===== config.mk =====
export PLATFORM = sky130hd
export DESIGN_NAME = round_robin_task_scheduler
export DESIGN_NICKNAME = d
export VERILOG_FILES = /design/src/hdl/rrts_pkg.sv /design/src/hdl/rrts_fifo.sv /design/src/hdl/rrts_div.sv /design/src/hdl/rrts_datapath.sv /design/src/hdl/rrts_ctrl.sv /design/src/hdl/round_robin_task_scheduler.sv
export SDC_FILE = /design/constraint.sdc
export NUM_CORES = 2
export LEC_CHECK = 0
export ABC_AREA = 0
export BUFFER_PORTS_ARGS = -buffer_cell sky130_fd_sc_hd__buf_2
export CAP_MARGIN = 25
export CELL_PAD_IN_SITES_DETAIL_PLACEMENT = 1
export CELL_PAD_IN_SITES_GLOBAL_PLACEMENT = 1
export CORE_MARGIN = 4
export CORE_UTILIZATION = 54
export CTS_CLUSTER_SIZE = 25
export DETAILED_ROUTE_END_ITERATION = 6
export MAX_ROUTING_LAYER = met4
export PLACE_DENSITY_LB_ADDON = 0.1
export SETUP_SLACK_MARGIN = 0.4
export SKIP_LAST_GASP = 1
export SYNTH_ARGS = -nofsm -noshare
export SYNTH_HDL_FRONTEND = slang
export SYNTH_SLANG_ARGS = --single-unit

===== constraint.sdc =====
create_clock -name clock -period 7.6 [get_ports clock]
set_clock_uncertainty 0.15 [all_clocks]
set_input_delay 2.28 -clock clock [delete_from_list [all_inputs] [get_ports clock]]
set_output_delay 2.28 -clock clock [all_outputs]
set_load 0.005 [all_outputs]

===== src/hdl/rrts_pkg.sv =====
// Shared types and constants for the round-robin task scheduler.
// Used by every module of the block; depends on nothing.
package rrts_pkg;

   localparam int NUM_SLOTS   = 16;
   localparam int SLOT_W      = $clog2(NUM_SLOTS);
   localparam int CNT_W       = SLOT_W + 1;
   localparam int PORT_SLOT_W = 4;
   localparam int KIND_W      = 3;
   localparam int PID_W       = 16;
   localparam int TICK_W      = 32;
   localparam int MS_W        = 32;
   localparam int DIVR_W      = 10;
   localparam int STAT_W      = 2;
   localparam int WOKEN_W     = 5;
   localparam int DSTEP_W     = $clog2(MS_W);

   localparam logic [DIVR_W-1:0] MS_PER_TICK_RST = DIVR_W'(10);
   localparam logic [PID_W-1:0]  PID_FIRST       = PID_W'(1);

   typedef enum logic [KIND_W-1:0] {
      KIND_ALLOC      = 3'd0,
      KIND_FREE       = 3'd1,
      KIND_ADD_READY  = 3'd2,
      KIND_DISPATCH   = 3'd3,
      KIND_YIELD      = 3'd4,
      KIND_SLEEP      = 3'd5,
      KIND_WAKE_CHECK = 3'd6
   } kind_type;

   typedef enum logic [STAT_W-1:0] {
      RES_DONE = 2'd0,
      RES_NONE = 2'd1,
      RES_FULL = 2'd2
   } result_code_type;

   typedef enum logic [1:0] {
      SLOT_FREE     = 2'd0,
      SLOT_READY    = 2'd1,
      SLOT_RUNNING  = 2'd2,
      SLOT_SLEEPING = 2'd3
   } slot_state_type;

   typedef enum logic [2:0] {
      ADDR_IDX,
      ADDR_REQ,
      ADDR_RUN,
      ADDR_RDY,
      ADDR_SLP
   } addr_sel_type;

   typedef enum logic [1:0] {
      PID_KEEP,
      PID_NEXT,
      PID_ZERO
   } pid_sel_type;

   typedef enum logic [1:0] {
      WAKE_KEEP,
      WAKE_ZERO,
      WAKE_CALC
   } wake_sel_type;

   typedef enum logic [4:0] {
      S_IDLE,
      S_DECODE,
      S_A_ADDR,
      S_A_READ,
      S_A_CHECK,
      S_F_READ,
      S_F_WRITE,
      S_R_READ,
      S_R_WRITE,
      S_D_POP,
      S_D_READ,
      S_D_WRITE,
      S_Y_READ,
      S_Y_CHECK,
      S_S_DIV,
      S_S_READ,
      S_S_WRITE,
      S_W_POP,
      S_W_READ,
      S_W_CHECK,
      S_FINISH
   } fsm_state_type;

   typedef struct packed {
      slot_state_type    state;
      logic [PID_W-1:0]  pid;
      logic [TICK_W-1:0] wake;
   } slot_entry_type;

   // Commands from the controller to the datapath
   typedef struct packed {
      logic           ld_req;
      logic           res_clr;
      logic           res_done;
      logic           res_full;
      logic           res_slot;
      logic           res_alloc;
      logic           woken_inc;
      logic           addr_ld;
      addr_sel_type   addr_sel;
      logic           idx_clr;
      logic           idx_inc;
      logic           tbl_rd;
      logic           tbl_wr;
      slot_state_type wr_status;
      pid_sel_type    wr_pid;
      wake_sel_type   wr_wake;
      logic           nid_inc;
      logic           rdy_push;
      logic           rdy_pop;
      logic           slp_push;
      logic           slp_pop;
      logic           run_set;
      logic           run_clr;
      logic           div_start;
      logic           div_step;
      logic           n_ld;
      logic           n_dec;
      logic           out_ld;
   } dp_cmd_type;

   // Status from the datapath to the controller
   typedef struct packed {
      logic [KIND_W-1:0] kind;
      logic              slot_ok;
      logic              rdy_empty;
      logic              rdy_full;
      logic              slp_empty;
      logic              slp_full;
      logic              run_valid;
      logic              q_free;
      logic              q_running;
      logic              q_due;
      logic              idx_last;
      logic              n_last;
      logic              div_last;
   } dp_stat_type;

endpackage


===== src/hdl/rrts_fifo.sv =====
// Slot-number queue: circular buffer with head pointer and fill count.
// Depends on rrts_pkg for widths and depth.
module rrts_fifo (
   input  logic                       clock,
   input  logic                       reset,
   input  logic                       push,
   input  logic                       pop,
   input  logic [rrts_pkg::SLOT_W-1:0] wr_data,
   output logic [rrts_pkg::SLOT_W-1:0] rd_data,
   output logic [rrts_pkg::CNT_W-1:0]  count,
   output logic                       empty,
   output logic                       full
);

   logic [rrts_pkg::SLOT_W-1:0] mem [rrts_pkg::NUM_SLOTS];
   logic [rrts_pkg::SLOT_W-1:0] head_ff, head_in;
   logic [rrts_pkg::CNT_W-1:0]  count_ff, count_in;
   logic [rrts_pkg::SLOT_W-1:0] tail;
   logic [rrts_pkg::SLOT_W-1:0] rd_q_ff;

   // Tail sits count entries past head, modulo depth
   assign tail  = head_ff + count_ff[rrts_pkg::SLOT_W-1:0];
   assign empty = (count_ff == '0);
   assign full  = (count_ff == rrts_pkg::CNT_W'(rrts_pkg::NUM_SLOTS));
   assign count = count_ff;
   assign rd_data = rd_q_ff;

   // Advance pointers
   always_comb begin
      head_in  = head_ff;
      count_in = count_ff;
      if (pop) begin
         head_in  = head_ff + rrts_pkg::SLOT_W'(1);
         count_in = count_ff - rrts_pkg::CNT_W'(1);
      end else if (push) begin
         count_in = count_ff + rrts_pkg::CNT_W'(1);
      end
   end

   always_ff @(posedge clock) begin
      if (reset) begin
         head_ff  <= '0;
         count_ff <= '0;
      end else begin
         head_ff  <= head_in;
         count_ff <= count_in;
      end
   end

   // Write at tail, read head every cycle
   always_ff @(posedge clock) begin
      if (push) begin
         mem[tail] <= wr_data;
      end
      rd_q_ff <= mem[head_ff];
   end

   a_no_overflow: assert property (@(posedge clock) disable iff (reset)
      push |-> !full)
      else $error("push into full queue");
   a_no_underflow: assert property (@(posedge clock) disable iff (reset)
      pop |-> !empty)
      else $error("pop from empty queue");
   a_one_op: assert property (@(posedge clock) disable iff (reset)
      !(push && pop))
      else $error("push and pop in the same cycle");

endmodule


===== src/hdl/rrts_div.sv =====
// Restoring divider, one quotient bit per cycle while step is high, for the sleep tick count.
// Depends on rrts_pkg for widths.
module rrts_div (
   input  logic                        clock,
   input  logic                        reset,
   input  logic                        start,
   input  logic                        step,
   input  logic [rrts_pkg::MS_W-1:0]   dividend,
   input  logic [rrts_pkg::DIVR_W-1:0] divisor,
   output logic [rrts_pkg::MS_W-1:0]   quotient,
   output logic                        rem_nonzero,
   output logic                        last
);

   logic [rrts_pkg::MS_W-1:0]    quo_ff;
   logic [rrts_pkg::DIVR_W-1:0]  rem_ff;
   logic [rrts_pkg::DIVR_W-1:0]  den_ff;
   logic [rrts_pkg::DSTEP_W-1:0] cnt_ff;
   logic [rrts_pkg::DIVR_W:0]    trial;
   logic [rrts_pkg::DIVR_W:0]    diff;
   logic                         fits;

   // Shift in the next dividend bit and try a subtract
   assign trial = {rem_ff, quo_ff[rrts_pkg::MS_W-1]};
   assign diff  = trial - {1'b0, den_ff};
   assign fits  = (trial >= {1'b0, den_ff});

   assign quotient    = quo_ff;
   assign rem_nonzero = (rem_ff != '0);
   assign last        = (cnt_ff == rrts_pkg::DSTEP_W'(rrts_pkg::MS_W - 1));

   always_ff @(posedge clock) begin
      if (reset) begin
         cnt_ff <= '0;
      end else if (start) begin
         cnt_ff <= '0;
      end else if (step) begin
         cnt_ff <= cnt_ff + rrts_pkg::DSTEP_W'(1);
      end
   end

   // Zero tick length divides as one
   always_ff @(posedge clock) begin
      if (start) begin
         quo_ff <= dividend;
         rem_ff <= '0;
         den_ff <= (divisor == '0) ? rrts_pkg::DIVR_W'(1) : divisor;
      end else if (step) begin
         quo_ff <= {quo_ff[rrts_pkg::MS_W-2:0], fits};
         rem_ff <= fits ? diff[rrts_pkg::DIVR_W-1:0] : trial[rrts_pkg::DIVR_W-1:0];
      end
   end

endmodule


===== src/hdl/rrts_datapath.sv =====
// Scheduler datapath: slot table, queues, running task, divider, results.
// Depends on rrts_pkg, rrts_fifo and rrts_div.
module rrts_datapath (
   input  logic                             clock,
   input  logic                             reset,
   input  rrts_pkg::dp_cmd_type             cmd,
   output rrts_pkg::dp_stat_type            stat,
   input  logic [rrts_pkg::KIND_W-1:0]      req_kind,
   input  logic [rrts_pkg::PORT_SLOT_W-1:0] req_slot,
   input  logic [rrts_pkg::MS_W-1:0]        req_milliseconds,
   input  logic [rrts_pkg::TICK_W-1:0]      req_now,
   input  logic                             csr_wr_en,
   input  logic [rrts_pkg::DIVR_W-1:0]      csr_wr_data,
   output logic [rrts_pkg::STAT_W-1:0]      rsp_status,
   output logic [rrts_pkg::PORT_SLOT_W-1:0] rsp_result_slot,
   output logic [rrts_pkg::PID_W-1:0]       rsp_result_pid,
   output logic                             rsp_running_valid,
   output logic [rrts_pkg::PORT_SLOT_W-1:0] rsp_running_slot,
   output logic [rrts_pkg::WOKEN_W-1:0]     rsp_woken_count
);

   // Captured item
   logic [rrts_pkg::KIND_W-1:0]      kind_ff;
   logic [rrts_pkg::PORT_SLOT_W-1:0] slot_ff;
   logic [rrts_pkg::MS_W-1:0]        ms_ff;
   logic [rrts_pkg::TICK_W-1:0]      now_ff;

   logic [rrts_pkg::DIVR_W-1:0]      ms_per_tick_ff;
   logic [rrts_pkg::SLOT_W-1:0]      addr_ff, addr_in;
   logic [rrts_pkg::SLOT_W-1:0]      idx_ff;
   logic [rrts_pkg::CNT_W-1:0]       n_ff;
   logic [rrts_pkg::PID_W-1:0]       nid_ff;
   logic                             run_valid_ff;
   logic [rrts_pkg::SLOT_W-1:0]      run_slot_ff;

   // Slot table
   rrts_pkg::slot_entry_type         tbl_mem [rrts_pkg::NUM_SLOTS];
   logic [rrts_pkg::NUM_SLOTS-1:0]   tbl_vld_ff;
   rrts_pkg::slot_entry_type         tbl_q_ff;
   rrts_pkg::slot_entry_type         wr_entry;

   // Result and output registers
   logic [rrts_pkg::STAT_W-1:0]      res_status_ff;
   logic [rrts_pkg::PORT_SLOT_W-1:0] res_slot_ff;
   logic [rrts_pkg::PID_W-1:0]       res_pid_ff;
   logic [rrts_pkg::WOKEN_W-1:0]     woken_ff;
   logic [rrts_pkg::STAT_W-1:0]      out_status_ff;
   logic [rrts_pkg::PORT_SLOT_W-1:0] out_slot_ff;
   logic [rrts_pkg::PID_W-1:0]       out_pid_ff;
   logic                             out_run_valid_ff;
   logic [rrts_pkg::PORT_SLOT_W-1:0] out_run_slot_ff;
   logic [rrts_pkg::WOKEN_W-1:0]     out_woken_ff;

   logic [rrts_pkg::SLOT_W-1:0]      rdy_head;
   logic [rrts_pkg::SLOT_W-1:0]      slp_head;
   logic [rrts_pkg::CNT_W-1:0]       rdy_count;
   logic [rrts_pkg::CNT_W-1:0]       slp_count;
   logic                             rdy_empty, rdy_full, slp_empty, slp_full;

   logic [rrts_pkg::MS_W-1:0]        quotient;
   logic                             rem_nz;
   logic                             div_last;
   logic [rrts_pkg::TICK_W:0]        wake_sum;
   logic [rrts_pkg::TICK_W-1:0]      wake_calc;

   rrts_fifo u_ready_fifo (
      .clock   (clock),
      .reset   (reset),
      .push    (cmd.rdy_push),
      .pop     (cmd.rdy_pop),
      .wr_data (addr_ff),
      .rd_data (rdy_head),
      .count   (rdy_count),
      .empty   (rdy_empty),
      .full    (rdy_full)
   );

   rrts_fifo u_sleep_fifo (
      .clock   (clock),
      .reset   (reset),
      .push    (cmd.slp_push),
      .pop     (cmd.slp_pop),
      .wr_data (addr_ff),
      .rd_data (slp_head),
      .count   (slp_count),
      .empty   (slp_empty),
      .full    (slp_full)
   );

   rrts_div u_div (
      .clock       (clock),
      .reset       (reset),
      .start       (cmd.div_start),
      .step        (cmd.div_step),
      .dividend    (ms_ff),
      .divisor     (ms_per_tick_ff),
      .quotient    (quotient),
      .rem_nonzero (rem_nz),
      .last        (div_last)
   );

   // Wake tick: now plus rounded-up quotient, saturated
   assign wake_sum  = {1'b0, now_ff} + {1'b0, quotient}
                      + (rrts_pkg::TICK_W + 1)'(rem_nz);
   assign wake_calc = wake_sum[rrts_pkg::TICK_W] ? '1 : wake_sum[rrts_pkg::TICK_W-1:0];

   // Capture item and tick length
   always_ff @(posedge clock) begin
      if (cmd.ld_req) begin
         kind_ff <= req_kind;
         slot_ff <= req_slot;
         ms_ff   <= req_milliseconds;
         now_ff  <= req_now;
      end
   end

   always_ff @(posedge clock) begin
      if (reset) begin
         ms_per_tick_ff <= rrts_pkg::MS_PER_TICK_RST;
      end else if (csr_wr_en) begin
         ms_per_tick_ff <= csr_wr_data;
      end
   end

   // Select the slot address
   always_comb begin
      unique case (cmd.addr_sel)
         rrts_pkg::ADDR_IDX: addr_in = idx_ff;
         rrts_pkg::ADDR_REQ: addr_in = rrts_pkg::SLOT_W'(slot_ff);
         rrts_pkg::ADDR_RUN: addr_in = run_slot_ff;
         rrts_pkg::ADDR_RDY: addr_in = rdy_head;
         rrts_pkg::ADDR_SLP: addr_in = slp_head;
         default:            addr_in = idx_ff;
      endcase
   end

   always_ff @(posedge clock) begin
      if (cmd.addr_ld) begin
         addr_ff <= addr_in;
      end
   end

   // Scan index and sleeper count
   always_ff @(posedge clock) begin
      if (reset) begin
         idx_ff <= '0;
         n_ff   <= '0;
      end else begin
         if (cmd.idx_clr) begin
            idx_ff <= '0;
         end else if (cmd.idx_inc) begin
            idx_ff <= idx_ff + rrts_pkg::SLOT_W'(1);
         end
         if (cmd.n_ld) begin
            n_ff <= slp_count;
         end else if (cmd.n_dec) begin
            n_ff <= n_ff - rrts_pkg::CNT_W'(1);
         end
      end
   end

   // Next process id and running task
   always_ff @(posedge clock) begin
      if (reset) begin
         nid_ff       <= rrts_pkg::PID_FIRST;
         run_valid_ff <= 1'b0;
         run_slot_ff  <= '0;
      end else begin
         if (cmd.nid_inc) begin
            nid_ff <= nid_ff + rrts_pkg::PID_W'(1);
         end
         if (cmd.run_set) begin
            run_valid_ff <= 1'b1;
            run_slot_ff  <= addr_ff;
         end else if (cmd.run_clr) begin
            run_valid_ff <= 1'b0;
            run_slot_ff  <= '0;
         end
      end
   end

   // Build the table entry to write
   always_comb begin
      wr_entry       = tbl_q_ff;
      wr_entry.state = cmd.wr_status;
      unique case (cmd.wr_pid)
         rrts_pkg::PID_NEXT: wr_entry.pid = nid_ff;
         rrts_pkg::PID_ZERO: wr_entry.pid = '0;
         default:            wr_entry.pid = tbl_q_ff.pid;
      endcase
      unique case (cmd.wr_wake)
         rrts_pkg::WAKE_ZERO: wr_entry.wake = '0;
         rrts_pkg::WAKE_CALC: wr_entry.wake = wake_calc;
         default:             wr_entry.wake = tbl_q_ff.wake;
      endcase
   end

   // Entries never written read as free, pid zero, wake zero
   always_ff @(posedge clock) begin
      if (reset) begin
         tbl_vld_ff <= '0;
      end else if (cmd.tbl_wr) begin
         tbl_vld_ff[addr_ff] <= 1'b1;
      end
   end

   always_ff @(posedge clock) begin
      if (cmd.tbl_wr) begin
         tbl_mem[addr_ff] <= wr_entry;
      end
      if (cmd.tbl_rd) begin
         tbl_q_ff <= tbl_vld_ff[addr_ff] ? tbl_mem[addr_ff] : '0;
      end
   end

   // Accumulate the result of the item
   always_ff @(posedge clock) begin
      if (cmd.res_clr) begin
         res_status_ff <= rrts_pkg::RES_NONE;
         res_slot_ff   <= '0;
         res_pid_ff    <= '0;
         woken_ff      <= '0;
      end else begin
         if (cmd.res_full) begin
            res_status_ff <= rrts_pkg::RES_FULL;
         end else if (cmd.res_done) begin
            res_status_ff <= rrts_pkg::RES_DONE;
         end
         if (cmd.res_alloc) begin
            res_slot_ff <= rrts_pkg::PORT_SLOT_W'(addr_ff);
            res_pid_ff  <= nid_ff;
         end else if (cmd.res_slot) begin
            res_slot_ff <= rrts_pkg::PORT_SLOT_W'(addr_ff);
            res_pid_ff  <= tbl_q_ff.pid;
         end
         if (cmd.woken_inc) begin
            woken_ff <= woken_ff + rrts_pkg::WOKEN_W'(1);
         end
      end
   end

   // Hold the finished item for the result channel
   always_ff @(posedge clock) begin
      if (cmd.out_ld) begin
         out_status_ff    <= res_status_ff;
         out_slot_ff      <= res_slot_ff;
         out_pid_ff       <= res_pid_ff;
         out_run_valid_ff <= run_valid_ff;
         out_run_slot_ff  <= rrts_pkg::PORT_SLOT_W'(run_slot_ff);
         out_woken_ff     <= woken_ff;
      end
   end

   assign rsp_status        = out_status_ff;
   assign rsp_result_slot   = out_slot_ff;
   assign rsp_result_pid    = out_pid_ff;
   assign rsp_running_valid = out_run_valid_ff;
   assign rsp_running_slot  = out_run_slot_ff;
   assign rsp_woken_count   = out_woken_ff;

   // Status to the controller
   always_comb begin
      stat.kind      = kind_ff;
      stat.slot_ok   = (32'(slot_ff) < rrts_pkg::NUM_SLOTS);
      stat.rdy_empty = rdy_empty;
      stat.rdy_full  = rdy_full;
      stat.slp_empty = slp_empty;
      stat.slp_full  = slp_full;
      stat.run_valid = run_valid_ff;
      stat.q_free    = (tbl_q_ff.state == rrts_pkg::SLOT_FREE);
      stat.q_running = (tbl_q_ff.state == rrts_pkg::SLOT_RUNNING);
      stat.q_due     = (now_ff >= tbl_q_ff.wake);
      stat.idx_last  = (idx_ff == rrts_pkg::SLOT_W'(rrts_pkg::NUM_SLOTS - 1));
      stat.n_last    = (n_ff == rrts_pkg::CNT_W'(1));
      stat.div_last  = div_last;
   end

endmodule


===== src/hdl/rrts_ctrl.sv =====
// Scheduler controller: sequences each command over the datapath.
// Depends on rrts_pkg for the state, command and status types.
module rrts_ctrl (
   input  logic                  clock,
   input  logic                  reset,
   input  logic                  req_valid,
   output logic                  req_ready,
   output logic                  rsp_valid,
   input  logic                  rsp_ready,
   input  rrts_pkg::dp_stat_type stat,
   output rrts_pkg::dp_cmd_type  cmd
);

   rrts_pkg::fsm_state_type state_ff, state_in;
   logic                    rsp_valid_ff, rsp_valid_in;
   logic                    out_free;
   logic                    accept;

   assign req_ready = (state_ff == rrts_pkg::S_IDLE);
   assign accept    = req_valid && req_ready;
   assign out_free  = !rsp_valid_ff || rsp_ready;
   assign rsp_valid = rsp_valid_ff;

   // Next state
   always_comb begin
      state_in = state_ff;
      unique case (state_ff)
         rrts_pkg::S_IDLE: begin
            if (accept) state_in = rrts_pkg::S_DECODE;
         end
         rrts_pkg::S_DECODE: begin
            unique case (stat.kind)
               rrts_pkg::KIND_ALLOC:
                  state_in = rrts_pkg::S_A_ADDR;
               rrts_pkg::KIND_FREE:
                  state_in = stat.slot_ok ? rrts_pkg::S_F_READ : rrts_pkg::S_FINISH;
               rrts_pkg::KIND_ADD_READY:
                  state_in = (stat.slot_ok && !stat.rdy_full) ? rrts_pkg::S_R_READ
                                                              : rrts_pkg::S_FINISH;
               rrts_pkg::KIND_DISPATCH:
                  state_in = !stat.rdy_empty ? rrts_pkg::S_D_POP : rrts_pkg::S_FINISH;
               rrts_pkg::KIND_YIELD:
                  state_in = stat.run_valid ? rrts_pkg::S_Y_READ : rrts_pkg::S_FINISH;
               rrts_pkg::KIND_SLEEP:
                  state_in = (stat.run_valid && !stat.slp_full) ? rrts_pkg::S_S_DIV
                                                                : rrts_pkg::S_FINISH;
               rrts_pkg::KIND_WAKE_CHECK:
                  state_in = !stat.slp_empty ? rrts_pkg::S_W_POP : rrts_pkg::S_FINISH;
               default:
                  state_in = rrts_pkg::S_FINISH;
            endcase
         end
         rrts_pkg::S_A_ADDR:  state_in = rrts_pkg::S_A_READ;
         rrts_pkg::S_A_READ:  state_in = rrts_pkg::S_A_CHECK;
         rrts_pkg::S_A_CHECK: begin
            if (stat.q_free || stat.idx_last) state_in = rrts_pkg::S_FINISH;
            else                              state_in = rrts_pkg::S_A_ADDR;
         end
         rrts_pkg::S_F_READ:  state_in = rrts_pkg::S_F_WRITE;
         rrts_pkg::S_F_WRITE: state_in = rrts_pkg::S_FINISH;
         rrts_pkg::S_R_READ:  state_in = rrts_pkg::S_R_WRITE;
         rrts_pkg::S_R_WRITE: state_in = rrts_pkg::S_FINISH;
         rrts_pkg::S_D_POP:   state_in = rrts_pkg::S_D_READ;
         rrts_pkg::S_D_READ:  state_in = rrts_pkg::S_D_WRITE;
         rrts_pkg::S_D_WRITE: state_in = rrts_pkg::S_FINISH;
         rrts_pkg::S_Y_READ:  state_in = rrts_pkg::S_Y_CHECK;
         rrts_pkg::S_Y_CHECK: state_in = rrts_pkg::S_FINISH;
         rrts_pkg::S_S_DIV: begin
            if (stat.div_last) state_in = rrts_pkg::S_S_READ;
         end
         rrts_pkg::S_S_READ:  state_in = rrts_pkg::S_S_WRITE;
         rrts_pkg::S_S_WRITE: begin
            state_in = stat.rdy_empty ? rrts_pkg::S_FINISH : rrts_pkg::S_D_POP;
         end
         rrts_pkg::S_W_POP:   state_in = rrts_pkg::S_W_READ;
         rrts_pkg::S_W_READ:  state_in = rrts_pkg::S_W_CHECK;
         rrts_pkg::S_W_CHECK: begin
            state_in = stat.n_last ? rrts_pkg::S_FINISH : rrts_pkg::S_W_POP;
         end
         rrts_pkg::S_FINISH: begin
            if (out_free) state_in = rrts_pkg::S_IDLE;
         end
         default: state_in = rrts_pkg::S_IDLE;
      endcase
   end

   // Datapath commands
   always_comb begin
      cmd = '0;
      unique case (state_ff)
         rrts_pkg::S_IDLE: begin
            cmd.ld_req  = accept;
            cmd.res_clr = accept;
         end
         rrts_pkg::S_DECODE: begin
            unique case (stat.kind)
               rrts_pkg::KIND_ALLOC: begin
                  cmd.idx_clr = 1'b1;
               end
               rrts_pkg::KIND_FREE: begin
                  cmd.addr_ld  = stat.slot_ok;
                  cmd.addr_sel = rrts_pkg::ADDR_REQ;
               end
               rrts_pkg::KIND_ADD_READY: begin
                  cmd.addr_ld  = stat.slot_ok && !stat.rdy_full;
                  cmd.addr_sel = rrts_pkg::ADDR_REQ;
                  cmd.res_full = stat.slot_ok && stat.rdy_full;
               end
               rrts_pkg::KIND_YIELD: begin
                  cmd.addr_ld  = stat.run_valid;
                  cmd.addr_sel = rrts_pkg::ADDR_RUN;
               end
               rrts_pkg::KIND_SLEEP: begin
                  cmd.addr_ld   = stat.run_valid && !stat.slp_full;
                  cmd.addr_sel  = rrts_pkg::ADDR_RUN;
                  cmd.div_start = stat.run_valid && !stat.slp_full;
                  cmd.res_full  = stat.run_valid && stat.slp_full;
               end
               rrts_pkg::KIND_WAKE_CHECK: begin
                  cmd.res_done = !stat.slp_empty;
                  cmd.n_ld     = !stat.slp_empty;
               end
               default: begin
                  cmd.addr_ld = 1'b0;
               end
            endcase
         end
         rrts_pkg::S_A_ADDR: begin
            cmd.addr_ld  = 1'b1;
            cmd.addr_sel = rrts_pkg::ADDR_IDX;
         end
         rrts_pkg::S_A_READ: cmd.tbl_rd = 1'b1;
         rrts_pkg::S_A_CHECK: begin
            if (stat.q_free) begin
               cmd.tbl_wr    = 1'b1;
               cmd.wr_status = rrts_pkg::SLOT_READY;
               cmd.wr_pid    = rrts_pkg::PID_NEXT;
               cmd.wr_wake   = rrts_pkg::WAKE_ZERO;
               cmd.nid_inc   = 1'b1;
               cmd.res_done  = 1'b1;
               cmd.res_alloc = 1'b1;
            end else begin
               cmd.idx_inc = 1'b1;
            end
         end
         rrts_pkg::S_F_READ: cmd.tbl_rd = 1'b1;
         rrts_pkg::S_F_WRITE: begin
            cmd.tbl_wr    = 1'b1;
            cmd.wr_status = rrts_pkg::SLOT_FREE;
            cmd.wr_pid    = rrts_pkg::PID_ZERO;
            cmd.wr_wake   = rrts_pkg::WAKE_KEEP;
            cmd.res_done  = 1'b1;
         end
         rrts_pkg::S_R_READ: cmd.tbl_rd = 1'b1;
         rrts_pkg::S_R_WRITE: begin
            cmd.tbl_wr    = 1'b1;
            cmd.wr_status = rrts_pkg::SLOT_READY;
            cmd.wr_pid    = rrts_pkg::PID_KEEP;
            cmd.wr_wake   = rrts_pkg::WAKE_KEEP;
            cmd.rdy_push  = 1'b1;
            cmd.res_done  = 1'b1;
         end
         rrts_pkg::S_D_POP: begin
            cmd.addr_ld  = 1'b1;
            cmd.addr_sel = rrts_pkg::ADDR_RDY;
            cmd.rdy_pop  = 1'b1;
         end
         rrts_pkg::S_D_READ: cmd.tbl_rd = 1'b1;
         rrts_pkg::S_D_WRITE: begin
            cmd.tbl_wr    = 1'b1;
            cmd.wr_status = rrts_pkg::SLOT_RUNNING;
            cmd.wr_pid    = rrts_pkg::PID_KEEP;
            cmd.wr_wake   = rrts_pkg::WAKE_KEEP;
            cmd.run_set   = 1'b1;
            cmd.res_done  = 1'b1;
            cmd.res_slot  = 1'b1;
         end
         rrts_pkg::S_Y_READ: cmd.tbl_rd = 1'b1;
         rrts_pkg::S_Y_CHECK: begin
            if (stat.q_running) begin
               if (stat.rdy_full) begin
                  cmd.res_full = 1'b1;
               end else begin
                  cmd.tbl_wr    = 1'b1;
                  cmd.wr_status = rrts_pkg::SLOT_READY;
                  cmd.wr_pid    = rrts_pkg::PID_KEEP;
                  cmd.wr_wake   = rrts_pkg::WAKE_KEEP;
                  cmd.rdy_push  = 1'b1;
                  cmd.res_done  = 1'b1;
               end
            end
         end
         rrts_pkg::S_S_DIV: cmd.div_step = 1'b1;
         rrts_pkg::S_S_READ: cmd.tbl_rd = 1'b1;
         rrts_pkg::S_S_WRITE: begin
            cmd.tbl_wr    = 1'b1;
            cmd.wr_status = rrts_pkg::SLOT_SLEEPING;
            cmd.wr_pid    = rrts_pkg::PID_KEEP;
            cmd.wr_wake   = rrts_pkg::WAKE_CALC;
            cmd.slp_push  = 1'b1;
            cmd.res_done  = 1'b1;
            cmd.run_clr   = stat.rdy_empty;
         end
         rrts_pkg::S_W_POP: begin
            cmd.addr_ld  = 1'b1;
            cmd.addr_sel = rrts_pkg::ADDR_SLP;
            cmd.slp_pop  = 1'b1;
         end
         rrts_pkg::S_W_READ: cmd.tbl_rd = 1'b1;
         rrts_pkg::S_W_CHECK: begin
            cmd.n_dec = 1'b1;
            if (stat.q_due && !stat.rdy_full) begin
               cmd.tbl_wr    = 1'b1;
               cmd.wr_status = rrts_pkg::SLOT_READY;
               cmd.wr_pid    = rrts_pkg::PID_KEEP;
               cmd.wr_wake   = rrts_pkg::WAKE_KEEP;
               cmd.rdy_push  = 1'b1;
               cmd.woken_inc = 1'b1;
            end else begin
               cmd.slp_push = 1'b1;
               cmd.res_full = stat.q_due;
            end
         end
         rrts_pkg::S_FINISH: cmd.out_ld = out_free;
         default: cmd.out_ld = 1'b0;
      endcase
   end

   // Result channel valid
   always_comb begin
      rsp_valid_in = rsp_valid_ff && !rsp_ready;
      if (state_ff == rrts_pkg::S_FINISH && out_free) rsp_valid_in = 1'b1;
   end

   always_ff @(posedge clock) begin
      if (reset) begin
         state_ff     <= rrts_pkg::S_IDLE;
         rsp_valid_ff <= 1'b0;
      end else begin
         state_ff     <= state_in;
         rsp_valid_ff <= rsp_valid_in;
      end
   end

   a_accept_decodes: assert property (@(posedge clock) disable iff (reset)
      accept |=> state_ff == rrts_pkg::S_DECODE)
      else $error("accepted item not decoded");
   a_valid_drops_on_take: assert property (@(posedge clock) disable iff (reset)
      $fell(rsp_valid_ff) |-> $past(rsp_ready))
      else $error("result dropped before taken");
   a_div_in_sleep: assert property (@(posedge clock) disable iff (reset)
      cmd.div_step |-> $past(state_ff == rrts_pkg::S_DECODE || state_ff == rrts_pkg::S_S_DIV))
      else $error("divider stepped outside sleep");

endmodule


===== src/hdl/round_robin_task_scheduler.sv =====
// Top level of the round-robin task scheduler: controller plus datapath.
// Depends on rrts_pkg, rrts_ctrl and rrts_datapath.
//
// One command item is worked at a time; the next is taken once the current
// one has moved to the result register, even while that result waits.
// Allocate scans up to all 16 slots in order, one slot table read per slot;
// sleep runs the 32-step shift-subtract divider and then dispatches the
// next ready task, if any; wake check makes one table read per sleeper.
// The slot table comes out of reset as all free with no clearing pass.
module round_robin_task_scheduler (
   input  logic                             clock,
   input  logic                             reset,
   input  logic                             req_valid,
   output logic                             req_ready,
   input  logic [rrts_pkg::KIND_W-1:0]      req_kind,
   input  logic [rrts_pkg::PORT_SLOT_W-1:0] req_slot,
   input  logic [rrts_pkg::MS_W-1:0]        req_milliseconds,
   input  logic [rrts_pkg::TICK_W-1:0]      req_now,
   output logic                             rsp_valid,
   input  logic                             rsp_ready,
   output logic [rrts_pkg::STAT_W-1:0]      rsp_status,
   output logic [rrts_pkg::PORT_SLOT_W-1:0] rsp_result_slot,
   output logic [rrts_pkg::PID_W-1:0]       rsp_result_pid,
   output logic                             rsp_running_valid,
   output logic [rrts_pkg::PORT_SLOT_W-1:0] rsp_running_slot,
   output logic [rrts_pkg::WOKEN_W-1:0]     rsp_woken_count,
   input  logic                             csr_wr_en,
   input  logic [rrts_pkg::DIVR_W-1:0]      csr_wr_data
);

   rrts_pkg::dp_cmd_type  cmd;
   rrts_pkg::dp_stat_type stat;

   rrts_ctrl u_ctrl (
      .clock     (clock),
      .reset     (reset),
      .req_valid (req_valid),
      .req_ready (req_ready),
      .rsp_valid (rsp_valid),
      .rsp_ready (rsp_ready),
      .stat      (stat),
      .cmd       (cmd)
   );

   rrts_datapath u_datapath (
      .clock             (clock),
      .reset             (reset),
      .cmd               (cmd),
      .stat              (stat),
      .req_kind          (req_kind),
      .req_slot          (req_slot),
      .req_milliseconds  (req_milliseconds),
      .req_now           (req_now),
      .csr_wr_en         (csr_wr_en),
      .csr_wr_data       (csr_wr_data),
      .rsp_status        (rsp_status),
      .rsp_result_slot   (rsp_result_slot),
      .rsp_result_pid    (rsp_result_pid),
      .rsp_running_valid (rsp_running_valid),
      .rsp_running_slot  (rsp_running_slot),
      .rsp_woken_count   (rsp_woken_count)
   );

endmodule


==> reports/qor.yml <==
finish:
  syn_to_final_growth_pct: 13.9
  final_layout_size_suffix_gt1_frac: 0.223
  nets: 3474
  antenna_cells: 0
  stdcell_count: 4657
critical_path:
  startpoint_type: "flop"
  cp_max_fo: 21
  cp.required_ns: 7.83
  ff2ff_path_depth: 12
  slowest_stage: "dfxtp_1"
  crit_type: "flop to flop"
  crit_arrival_ns: 5.22
  end_kind: "flop"
  max_stage_delay_ns: 0.82
  crit_chain: "inv_1 > nor2_1 > nand3_1 > buf_4 > nand2_1 > nor2_1 > nand3_1 > a21oi_1 > or2_2 > nor2_4 > buf_16 > buf_4"
floorplanning:
  fp.coreArea_um2: 95200
  io_pins: 120
  die_area_um2: 101000
  die_h_um: 318
  fp-row-count: 113
  die_w_um: 318
  start_util: 0.545
placement:
  place_ws_ns: 2.30
  dp.cells: 4406
  hpwl_um: 83700
  gp_congestion: 0.858
  port_buffers: 119
drt:
  ant_nets: 0
  firstDrtPassIters: 5
  drt_first_iter_violations: 2709
  drc: 0
  vias: 28800
  post_drt_wl_per_cell_um: 28.3
  drt-total-wl_um: 132000
  vias_per_cell: 6.19
run_status:
  status: "complete, no violations"
sta:
  setup_viol: 0
  finalHoldViolCount: 0
  rsz0062_at_grt: "no"
  relSlewSlack: 0.267
  max_freq_mhz: 200
  worstMarginPinSlew_ns: 1.10
  period_share: 0.657
  final_max_slew_viol_count: 0
  final.setup.tns_ns: 0
  whs_ns: 0.287
  setup_slack_ns: 2.61
  fin_crit_ns: 4.99
global_routing:
  antenna_found_initial: 2
  grt_pass1_vias: 30900
  grt_start_max_net_pins: 147
  grtUsageTotal: 0.272
  grt_pass1_wl_um: 201000
  grt-ovfl-total: 0
cts:
  cts_root_buffer: "clkbuf_16"
  cts_hold_buf: 0
  numCtsBuffers: 132
  cts_tree: "yes"
  cts.htree.levels: 4
  clkSinkCount: 1257
  cts_buffer_depth: 3
  clk_pin_slew_ns: 0.05
  cts_setup_buffers: 0
  post_cts_resized: 0
  clock_latency_ns: 0.74
logic_synthesis:
  synth_edf_count: 1127
  synth.largest_area_cell: "edfxtp_1"
  synth_area_per_cell_um2: 16.8
  netlist_top_cells_count: "edfxtp_1, mux4_2, nand2_1, nor2_1, dfxtp_1"
  async_reset_ff_frac: 0
  ys_seq_area_frac: 0.703
  synthesis.nets: 3270
  synth_cells: 3081
  netlist_area_um2: 51800
  yosys.area.top_type_share: 0.653
  synth_area_leaders: "edfxtp_1, mux4_2, dfxtp_1"
  synth_seq_cells: 1257
  yosysUniqueCellTypes: 70
  yosys_most_used_dff: "edfxtp_1"
  ys_warn_count: 0
  synth_most_common_cell: "edfxtp_1"
pwr:
  powerDensity_nw_per_um2: 332
  p_seq_frac: 0.446
  vdd_ir_drop_max_mv: 0.201
  power.static_leakage_uw: 0.0200
  p_int_uw: 14000
  p_clk_frac: 0.337
  pwr-share-comb: 0.217
  totalPowerFinal_uw: 19600
  p_sw_uw: 5560
  switching_share: 0.284
min_path:
  min_path_cells: 0
  holdCritPathClass: "flop to flop"
flow_run:
  maxCapViolCount: 0
state kept, by name (all words and copies together) (netlist names), 16 cells and up:
| signal | cells |
|---|---|
| u_datapath.tbl_mem | 800 |
| u_datapath.u_ready_fifo.mem | 64 |
| u_datapath.u_sleep_fifo.mem | 64 |
| u_datapath.tbl_q_ff | 50 |
| u_datapath.ms_ff | 32 |
| u_datapath.now_ff | 32 |
| u_datapath.u_div.quotient | 32 |
| u_datapath.nid_ff | 16 |
| u_datapath.res_pid_ff | 16 |
| u_datapath.rsp_result_pid | 16 |
| u_datapath.tbl_vld_ff | 16 |
final timing paths:
| check | startpoint | end | slack (ns) |
|---|---|---|---|
| worst max-delay path | u_ctrl.state_ff[0]$_SDFFE_PP0P_ | u_datapath.tbl_mem[9][29]$_DFFE_PP_ | 2.61 |
| worst min-delay path | u_datapath.res_slot_ff[2]$_SDFFE_PP0P_ | u_datapath.rsp_result_slot[2]$_DFFE_PP_ | 0.29 |
| worst min register to register | u_datapath.res_slot_ff[2]$_SDFFE_PP0P_ | u_datapath.rsp_result_slot[2]$_DFFE_PP_ | 0.29 |
| worst max register to register | u_ctrl.state_ff[0]$_SDFFE_PP0P_ | u_datapath.tbl_mem[9][29]$_DFFE_PP_ | 2.61 |
power by group through the flow:
stage          Sequential, uW  Clock, uW  Combinational [uW]
3_5_place_dp             8900          0                4220
3_3_place_gp             8870          0                4030
2_1_floorplan            8780          0                2820
4_1_cts                  8760       6730                4260
6_report                 8750       6600                4250
5_1_grt                  8790       7060                4590
final cells by class:
| cell class | count | area [um^2] |
|---|---|---|
| clock buffers | 166 | 3590 |
| fillers | 8395 | 36100 |
| flip-flops and latches | 1257 | 36400 |
| inverters | 92 | 348 |
| multi-input cells | 1583 | 14600 |
| repair buffers | 219 | 1580 |
| well taps | 1265 | 1580 |
| clock inverters | 75 | 896 |
kinds of logic (layout without fill, tap and decap cells):
family / count (synthesis) / in the layout / share of synthesized area
compound gates: 372 / 372 / 0.0434
xor+xnor: 82 / 82 / 0.0139
fa+ha+maj: 103 / 103 / 0.0259
buf+inv: 241 / 552 / 0.0181
flops: 1257 / 1257 / 0.703
mux: 320 / 320 / 0.133
simple gates: 706 / 706 / 0.0625
layout by cell type, fill, tap and decap left out, types with 18 or more instances in the layout:
cell / synthesis / routed
o21ai_0: 112 / 105
xnor2_1: 44 / 44
edfxtp_1: 1127 / 1127
buf_2: 16 / 119
nand3_1: 47 / 46
ha_1: 96 / 95
clkinv_1: 3 / 19
mux2i_1: 25 / 25
nor2b_1: 73 / 72
nand2b_1: 25 / 25
nor3_1: 22 / 18
clkbuf_1: 116 / 23
nand2_1: 290 / 290
a21o_1: 32 / 32
clkbuf_16: 0 / 136
clkinv_2: 0 / 23
dfxtp_1: 130 / 130
a21oi_1: 112 / 112
nor2_1: 168 / 155
buf_4: 0 / 86
inv_1: 88 / 88
o22ai_1: 22 / 22
xor2_1: 38 / 38
mux4_2: 295 / 295
per-stage QoR:
stage | utilization | cell area, um^2
2_1_floorplan | - | 51800
3_3_place_gp | 0.570 | 54200
3_5_place_dp | 0.572 | 54400
4_1_cts | 0.619 | 58900
5_1_grt | 0.620 | 59000
6_report | 0.620 | 59000
critical path, delay by kind of cell (launching register included):
| kind | cells | cell delay [ns] |
|---|---|---|
| simple gates | 7 | 2.21 |
| buf+inv | 4 | 1.20 |
| flops | 1 | 0.82 |
| compound gates | 1 | 0.19 |
layer usage:
layer / part of all wire / up-vias / GRT usage
li1: - / 12400 / -
met4: 0.016 / 0 / 0.0586
met1: 0.43 / 15200 / 0.384
met2: 0.50 / 977 / 0.432
met5: 0 / - / -
met3: 0.059 / 164 / 0.0391
(Power assumes the default switching activity.)
